<file path="config.mk">
export PLATFORM = sky130hd
export DESIGN_NAME = dedup_ring_queue_unit
export DESIGN_NICKNAME = d
export VERILOG_FILES = /design/src/drq_pkg.sv /design/src/drq_search.sv /design/src/dedup_ring_queue_unit.sv
export SDC_FILE = /design/constraint.sdc
export NUM_CORES = 1
export LEC_CHECK = 0
export BUFFER_PORTS_ARGS = -buffer_cell sky130_fd_sc_hd__buf_4
export CAP_MARGIN = 30
export CORE_MARGIN = 5
export CORE_UTILIZATION = 45
export CTS_CLUSTER_SIZE = 14
export DETAILED_ROUTE_END_ITERATION = 12
export PLACE_DENSITY_LB_ADDON = 0.25
export SLEW_MARGIN = 30
export SYNTH_ARGS = -nofsm -noshare
export SYNTH_HDL_FRONTEND = slang
export SYNTH_SLANG_ARGS = --single-unit
</file>
<file path="constraint.sdc">
create_clock -name clk -period 5.1 [get_ports clk]
set_input_delay 0 -clock clk [delete_from_list [all_inputs] [get_ports clk]]
set_output_delay 0 -clock clk [all_outputs]
set_load 0.02 [all_outputs]
</file>
<file path="src/drq_pkg.sv">
// Shared types and codes for the duplicate-suppressing ring queue.
package drq_pkg;

  // Request codes
  localparam logic REQ_PUSH = 1'b0;
  localparam logic REQ_POP  = 1'b1;

  // Result status codes
  typedef enum logic [2:0] {
    ST_PUSHED = 3'd0,
    ST_DUP    = 3'd1,
    ST_POPPED = 3'd2,
    ST_FULL   = 3'd3,
    ST_EMPTY  = 3'd4
  } drq_status_t;

  // Sequencer states
  typedef enum logic [2:0] {
    S_IDLE = 3'b001,
    S_SRCH = 3'b010,
    S_PUT  = 3'b100
  } drq_state_t;

  // Command to the search unit
  typedef struct packed {
    logic        start;
    logic        pop;
    logic [15:0] key;
  } drq_cmd_t;

  // Answer from the search unit
  typedef struct packed {
    logic        done;
    logic        found;
    logic [15:0] data;
  } drq_res_t;

endpackage

</file>
<file path="src/drq_search.sv">
// Slot memory with one read port and the shared comparator that walks it.
module drq_search #(
  parameter int SLOTS = 32
) (
  input  logic                                     clk,
  input  logic                                     rst,
  input  drq_pkg::drq_cmd_t                        cmd,
  input  logic [(SLOTS > 1 ? $clog2(SLOTS) : 1)-1:0] head,
  input  logic [(SLOTS > 1 ? $clog2(SLOTS) : 1)-1:0] tail,
  input  logic                                     wr_en,
  input  logic [(SLOTS > 1 ? $clog2(SLOTS) : 1)-1:0] wr_addr,
  input  logic [15:0]                              wr_data,
  output drq_pkg::drq_res_t                        res
);
  import drq_pkg::*;

  localparam int IW = (SLOTS > 1) ? $clog2(SLOTS) : 1;
  localparam logic [IW-1:0] LAST = IW'(SLOTS - 1);

  logic [15:0]   mem [SLOTS];
  logic [15:0]   rd_data;
  logic          rd_en;
  logic [IW-1:0] rd_addr;

  logic          busy;
  logic          is_pop;
  logic          pend;
  logic [IW-1:0] cur;
  logic [15:0]   key;
  logic          hit;

  function automatic logic [IW-1:0] next_slot(input logic [IW-1:0] i);
    return (i == LAST) ? '0 : i + 1'b1;
  endfunction

  // Slot memory: one write port, one registered read port
  always_ff @(posedge clk) begin
    if (wr_en) begin
      mem[wr_addr] <= wr_data;
    end
    if (rd_en) begin
      rd_data <= mem[rd_addr];
    end
  end

  // Single comparator against the last slot read
  assign hit = pend && (rd_data == key);

  // Read address: head on a pop start, walking pointer during a push scan
  always_comb begin
    rd_en   = 1'b0;
    rd_addr = cur;
    res     = '0;
    if (cmd.start && cmd.pop) begin
      rd_en   = 1'b1;
      rd_addr = head;
    end else if (busy && is_pop) begin
      res.done = 1'b1;
      res.data = rd_data;
    end else if (busy) begin
      if (hit) begin
        res.done  = 1'b1;
        res.found = 1'b1;
      end else if (cur == tail) begin
        res.done = 1'b1;
      end else begin
        rd_en = 1'b1;
      end
    end
  end

  // Scan sequencer
  always_ff @(posedge clk) begin
    if (rst) begin
      busy   <= 1'b0;
      pend   <= 1'b0;
      is_pop <= 1'b0;
    end else if (cmd.start) begin
      busy   <= 1'b1;
      is_pop <= cmd.pop;
      pend   <= cmd.pop;
    end else if (busy) begin
      if (res.done) begin
        busy <= 1'b0;
        pend <= 1'b0;
      end else begin
        pend <= 1'b1;
      end
    end
  end

  // Walking pointer and search key
  always_ff @(posedge clk) begin
    if (cmd.start) begin
      cur <= head;
      key <= cmd.key;
    end else if (rd_en) begin
      cur <= next_slot(cur);
    end
  end

endmodule

</file>
<file path="src/dedup_ring_queue_unit.sv">
// Top level of the duplicate-suppressing ring queue of block numbers.
//
// A ring of SLOTS block numbers that holds at most SLOTS-1 entries. A push
// (req_type 0) compares block_id against every occupied slot from head to
// tail through one memory read port and one comparator, one slot per cycle;
// a match returns status 1 and changes nothing, a full queue returns status 3,
// otherwise the entry is appended with status 0. A pop (req_type 1) returns the
// head entry with status 2, or status 4 and block 0 when empty. Each result
// carries now_empty. The block takes one item at a time: it accepts a new
// request only after the result of the last one is loaded. The memory needs
// no clearing pass.
module dedup_ring_queue_unit #(
  parameter int SLOTS = 32
) (
  input  logic        clk,
  input  logic        rst,
  input  logic        in_valid,
  output logic        in_ready,
  input  logic        req_type,
  input  logic [15:0] block_id,
  output logic        out_valid,
  input  logic        out_ready,
  output logic [15:0] block_out,
  output logic [2:0]  status,
  output logic        now_empty
);
  import drq_pkg::*;

  localparam int IW = (SLOTS > 1) ? $clog2(SLOTS) : 1;
  localparam logic [IW-1:0] LAST = IW'(SLOTS - 1);

  drq_state_t    state;
  logic [IW-1:0] head;
  logic [IW-1:0] tail;
  logic          req_pop;
  logic [15:0]   blk_r;
  drq_status_t   st_r;
  // Key held for the write
  logic [15:0]   key_r;

  drq_cmd_t      cmd;
  drq_res_t      res;
  logic          in_fire;
  logic          empty;
  logic          full;
  logic          wr_en;
  logic          out_free;

  function automatic logic [IW-1:0] next_slot(input logic [IW-1:0] i);
    return (i == LAST) ? '0 : i + 1'b1;
  endfunction

  // Handshake and queue condition
  assign in_ready = (state == S_IDLE);
  assign in_fire  = in_valid && in_ready;
  assign empty    = (head == tail);
  assign full     = (next_slot(tail) == head);
  assign out_free = !out_valid || out_ready;

  // Search unit command; an empty pop needs no memory access
  always_comb begin
    cmd.start = in_fire && !(req_type == REQ_POP && empty);
    cmd.pop   = (req_type == REQ_POP);
    cmd.key   = block_id;
  end

  // Append on a push that found no match and has room
  assign wr_en = (state == S_SRCH) && res.done && (req_pop == REQ_PUSH)
                 && !res.found && !full;

  drq_search #(
    .SLOTS(SLOTS)
  ) u_search (
    .clk     (clk),
    .rst     (rst),
    .cmd     (cmd),
    .head    (head),
    .tail    (tail),
    .wr_en   (wr_en),
    .wr_addr (tail),
    .wr_data (key_r),
    .res     (res)
  );

  // Sequencer, pointers and output register
  always_ff @(posedge clk) begin
    if (rst) begin
      state     <= S_IDLE;
      head      <= '0;
      tail      <= '0;
      out_valid <= 1'b0;
    end else begin
      // the result state reloads the register itself
      if (out_valid && out_ready && state != S_PUT) begin
        out_valid <= 1'b0;
      end
      case (state)
        S_IDLE: begin
          if (in_fire) begin
            req_pop <= req_type;
            key_r   <= block_id;
            if (req_type == REQ_POP && empty) begin
              st_r  <= ST_EMPTY;
              blk_r <= '0;
              state <= S_PUT;
            end else begin
              state <= S_SRCH;
            end
          end
        end
        S_SRCH: begin
          if (res.done) begin
            state <= S_PUT;
            if (req_pop == REQ_POP) begin
              blk_r <= res.data;
              st_r  <= ST_POPPED;
              head  <= next_slot(head);
            end else begin
              blk_r <= '0;
              if (res.found) begin
                st_r <= ST_DUP;
              end else if (full) begin
                st_r <= ST_FULL;
              end else begin
                st_r <= ST_PUSHED;
                tail <= next_slot(tail);
              end
            end
          end
        end
        S_PUT: begin
          if (out_free) begin
            out_valid <= 1'b1;
            block_out <= blk_r;
            status    <= st_r;
            now_empty <= empty;
            state     <= S_IDLE;
          end
        end
        default: begin
          state <= S_IDLE;
        end
      endcase
    end
  end

  // Search answers only arrive while the sequencer waits for them
  a_done_in_srch: assert property (@(posedge clk) disable iff (rst)
    res.done |-> (state == S_SRCH))
    else $error("search answer outside search state");

  // A new result is loaded only from the result state
  a_load_from_put: assert property (@(posedge clk) disable iff (rst)
    $rose(out_valid) |-> $past(state == S_PUT))
    else $error("result loaded outside result state");

  // Head and tail never move on the same edge
  a_one_ptr_moves: assert property (@(posedge clk) disable iff (rst)
    (head != $past(head)) |-> (tail == $past(tail)))
    else $error("head and tail moved together");

  // The queue never fills its last free slot
  a_one_free: assert property (@(posedge clk) disable iff (rst)
    wr_en |-> (next_slot(tail) != head))
    else $error("append into the reserved slot");

endmodule
</file>
==> results.md <==
- Syn Nets: 1,752
- Post-CTS setup buffers: 0
- CTS tree: built
- Die Height: 243.2 um
- Clock sink count: 622
- Slew @ Worst Pin: 0.9491 ns
- Total GRT Usage: 20.55%
- Global-route wire length before repair: 92.20 mm
- Tot Pwr: 10.98 mW
- Number of cell rows: 85
- Fin Clk Skew: 0.01225 ns
- Final nets: 1,870
- Routed wire per std cell: 23.93 um
- Design area: 28,120 sq um
- Largest net degree at the start of global routing: 117
- Antenna diode count: 0
- Vias in the first global route: 14,180
- Multi-input logic area: 5543 sq um
- Layout cells sized above 1: 12.90%
- GR Overflow Total: 0
- Crit path launch type: flop
- Total Wirelength: 61.92 mm
- Worst-Skew Late Latency: 0.61 ns
- Storage element area: 18,510 sq um
- Crit path time final: 4.647 ns
- Status: complete, no violations
- Synth Warn #: 0
- TritonCTS buffer count: 61
- Required time worst endpoint: 5.39 ns
- DRC errors left: 0
- Crit path DAT: 4.93 ns
- Filler Cell Count: 4,411
- Die width: 243.2 um
- First-pass DRT Iterations: 7
- Worst-path maximum fanout: 116
- Clk slew on worst S/H paths: 0.06 ns
- Post-synth EDFFs: 605
- Hold violation count in the final report: 0
- PD cells: 390.3 nW/um^2
- Final setup viols: 0
- Vias/cell: 5.691
- HPWL Detailed: 37.76 mm
- Starting density of the core: 45.48%
- Die ar.: 59,150 sq um
- CTS root buffer: clkbuf_16
- RD Place Congestion: 0.8591
- Max Clk Rate: 0.2152 GHz
- Core area: 53,810 sq um
- HP Class: in2reg
- Number of routed nets with antenna violations: 0
- Worst reg-to-reg setup slack: 0.45 ns
- Flops & latches, synth: 622
- Final Cycle Share: 91.11%
- Initial antenna violation count: 2
- Via count: 14,720
- Most used DFF post-synth: edfxtp_1
- Sequential fraction of the synthesis area: 75.63%
- Peak VDD IR: 0.2749 mV
- H-tree depth: 2
- Async SR Flop Fraction: 0%
- Post-synth cell types: 54
- Post-cts sizing count: 0
- Crit. End Element: flop
- Top Ports: 43
- Cell Area, Synth: 24,470 sq um
- Cells after synthesis: 1,722
- Setup tns final: 0 ns
- Number of buffers inserted by port buffering: 42
- Layout area overhead: 14.91%
- Avg Inst Size Synth: 14.21 sq um
- Starting DRC count in detailed routing: 1,432
- CTS max path bufs: 3
- # Max-Cap Violations: 0
- Leakage Power: 9.418 nW
- Max-slew violations: 0
- Unrepaired setup endpoints after global routing: no
- Placed instance area: 26,050 sq um
- Slew HR: 36.73%
- Setup Crit Path Kind: reg2reg
[routing by layer]
| metal | global-route usage, % | vias up | routed length [um] |
|---|---|---|---|
| met3 | 4.059 | 117 | 5072 |
| met2 | 31.78 | 603 | 28440 |
| li1 | - | 6654 | - |
| met1 | 29.21 | 7347 | 26240 |
| met5 | 0 | - | 13 |
| met4 | 7.560 | 2 | 2156 |
[stage by stage]
stage | hold slack [ns] | instances | utilization (%) | setup slack, ns
3_5_place_dp | 0.1967 | 2452 | 48.41 | 0.6275
5_1_grt | 0.1249 | 2587 | 52.26 | 0.2640
2_1_floorplan | 0.09887 | 1722 | - | 1.708
6_report | 0.1386 | 2587 | 52.26 | 0.4531
4_1_cts | 0.09996 | 2587 | 52.25 | 0.6023
3_3_place_gp | 0.1991 | 2446 | 48.20 | 0.6352
[cells in the mapped netlist (2+ instances only)]
library cell	number	area, sq um
buf_1	2	7.510
buf_2	41	205.2
nor3_1	5	25.02
nand3b_1	7	52.55
mux2i_1	53	530.5
dfxtp_1	17	340.3
a32oi_1	48	420.4
a31oi_1	54	337.8
and3_1	4	25.02
buf_4	4	30.03
mux2_2	2	22.52
edfxtp_1	605	18170
xor2_1	7	61.31
clkbuf_1	43	161.4
nand2b_1	5	31.28
nand2_1	435	1633
xnor2_2	2	32.53
a2111oi_1	6	60.06
a2111oi_2	10	150.1
xnor2_1	25	219.0
o21ai_0	6	30.03
or3b_2	2	17.52
and2_1	16	100.1
ha_1	9	112.6
a21oi_1	13	65.06
nor4_1	3	18.77
inv_1	10	37.54
or3_1	3	18.77
nor2b_1	2	12.51
nand3_1	170	850.8
o31ai_1	2	15.01
nand4_1	20	125.1
buf_6	5	56.30
nor3b_1	3	22.52
o21ai_1	2	10.01
nor2_1	63	236.5
[critical path: stages, from the launching register on]
cell       delay [ns]
dfxtp_1          0.70
xnor2_1          0.18
nand2_1          0.13
o2111ai_4        0.34
mux2_8           0.76
buf_4            0.51
nand2_1          0.11
a32oi_1          0.36
a31oi_1          0.22
a2111oi_1        0.88
[cell usage in the layout (no fill, tap or decap), drive strengths merged, types with 28 or more instances in the layout]
cell type / Yosys / layout
buf: 54 / 132
clkbuf: 44 / 79
clkinv: 0 / 28
nand2: 435 / 435
a31oi: 54 / 54
edfxtp: 605 / 605
nand3: 171 / 171
nor2: 63 / 63
a32oi: 48 / 48
mux2i: 54 / 54
[flip-flops by register name, summed over array words and instances, names as in the netlist]
| name | flops |
|---|---|
| u_search.rd_data | 16 |
| state | 3 |
| u_search.pend | 1 |
| u_search.cur | 5 |
| u_search.key | 16 |
| req_pop | 1 |
| st_r | 3 |
| u_search.is_pop | 1 |
| head | 5 |
| key_r | 16 |
| u_search.mem | 512 |
| tail | 5 |
| block_out | 16 |
| blk_r | 16 |
| now_empty | 1 |
| status | 3 |
| out_valid | 1 |
| u_search.busy | 1 |
[where the power goes]
part | leakage [nW] | switching [mW] | internal (mW)
clock network | 0.908 | 1.84 | 2.39
registers | 5.58 | 0.0354 | 5.65
logic | 2.93 | 0.723 | 0.329
total | 9.42 | 2.60 | 8.38
[final timing paths]
path,start,endpoint,depth (start not counted)
setup / recovery,tail[2],u_search.rd_data[1],9
hold / removal,block_id[10],key_r[10],2
setup reg to reg,tail[2],u_search.rd_data[1],9
hold reg to reg,blk_r[0],block_out[0],0
[logic make-up after synthesis]
family / after synthesis / synth area share (%)
and+or+nand+nor: 743 / 13.19
DFF: 622 / 75.63
AOI/OAI and AO/OA: 149 / 4.826
buffers and inverters: 108 / 2.209
muxes: 57 / 2.413
xor gates and xnor gates: 34 / 1.278
adders and majority gates: 9 / 0.4602
[final cells by class]
cell class                 instances  share of cell area, %
sequential                       622                  65.81
multi-input combinational        992                  19.71
clock buffer                      79                  5.668
timing repair buffer             153                  4.640
tap                              696                  3.097
clock inverter                    35                 0.9388
inverter                          10                 0.1335
[repair_timing]
item                                    4_1_cts  5_1_grt
endpoints found under the setup margin        0        0
hold buffers                                 21        0
hold endpoints to repair                     55        0
Note: power is estimated with default switching activity, not from simulation.
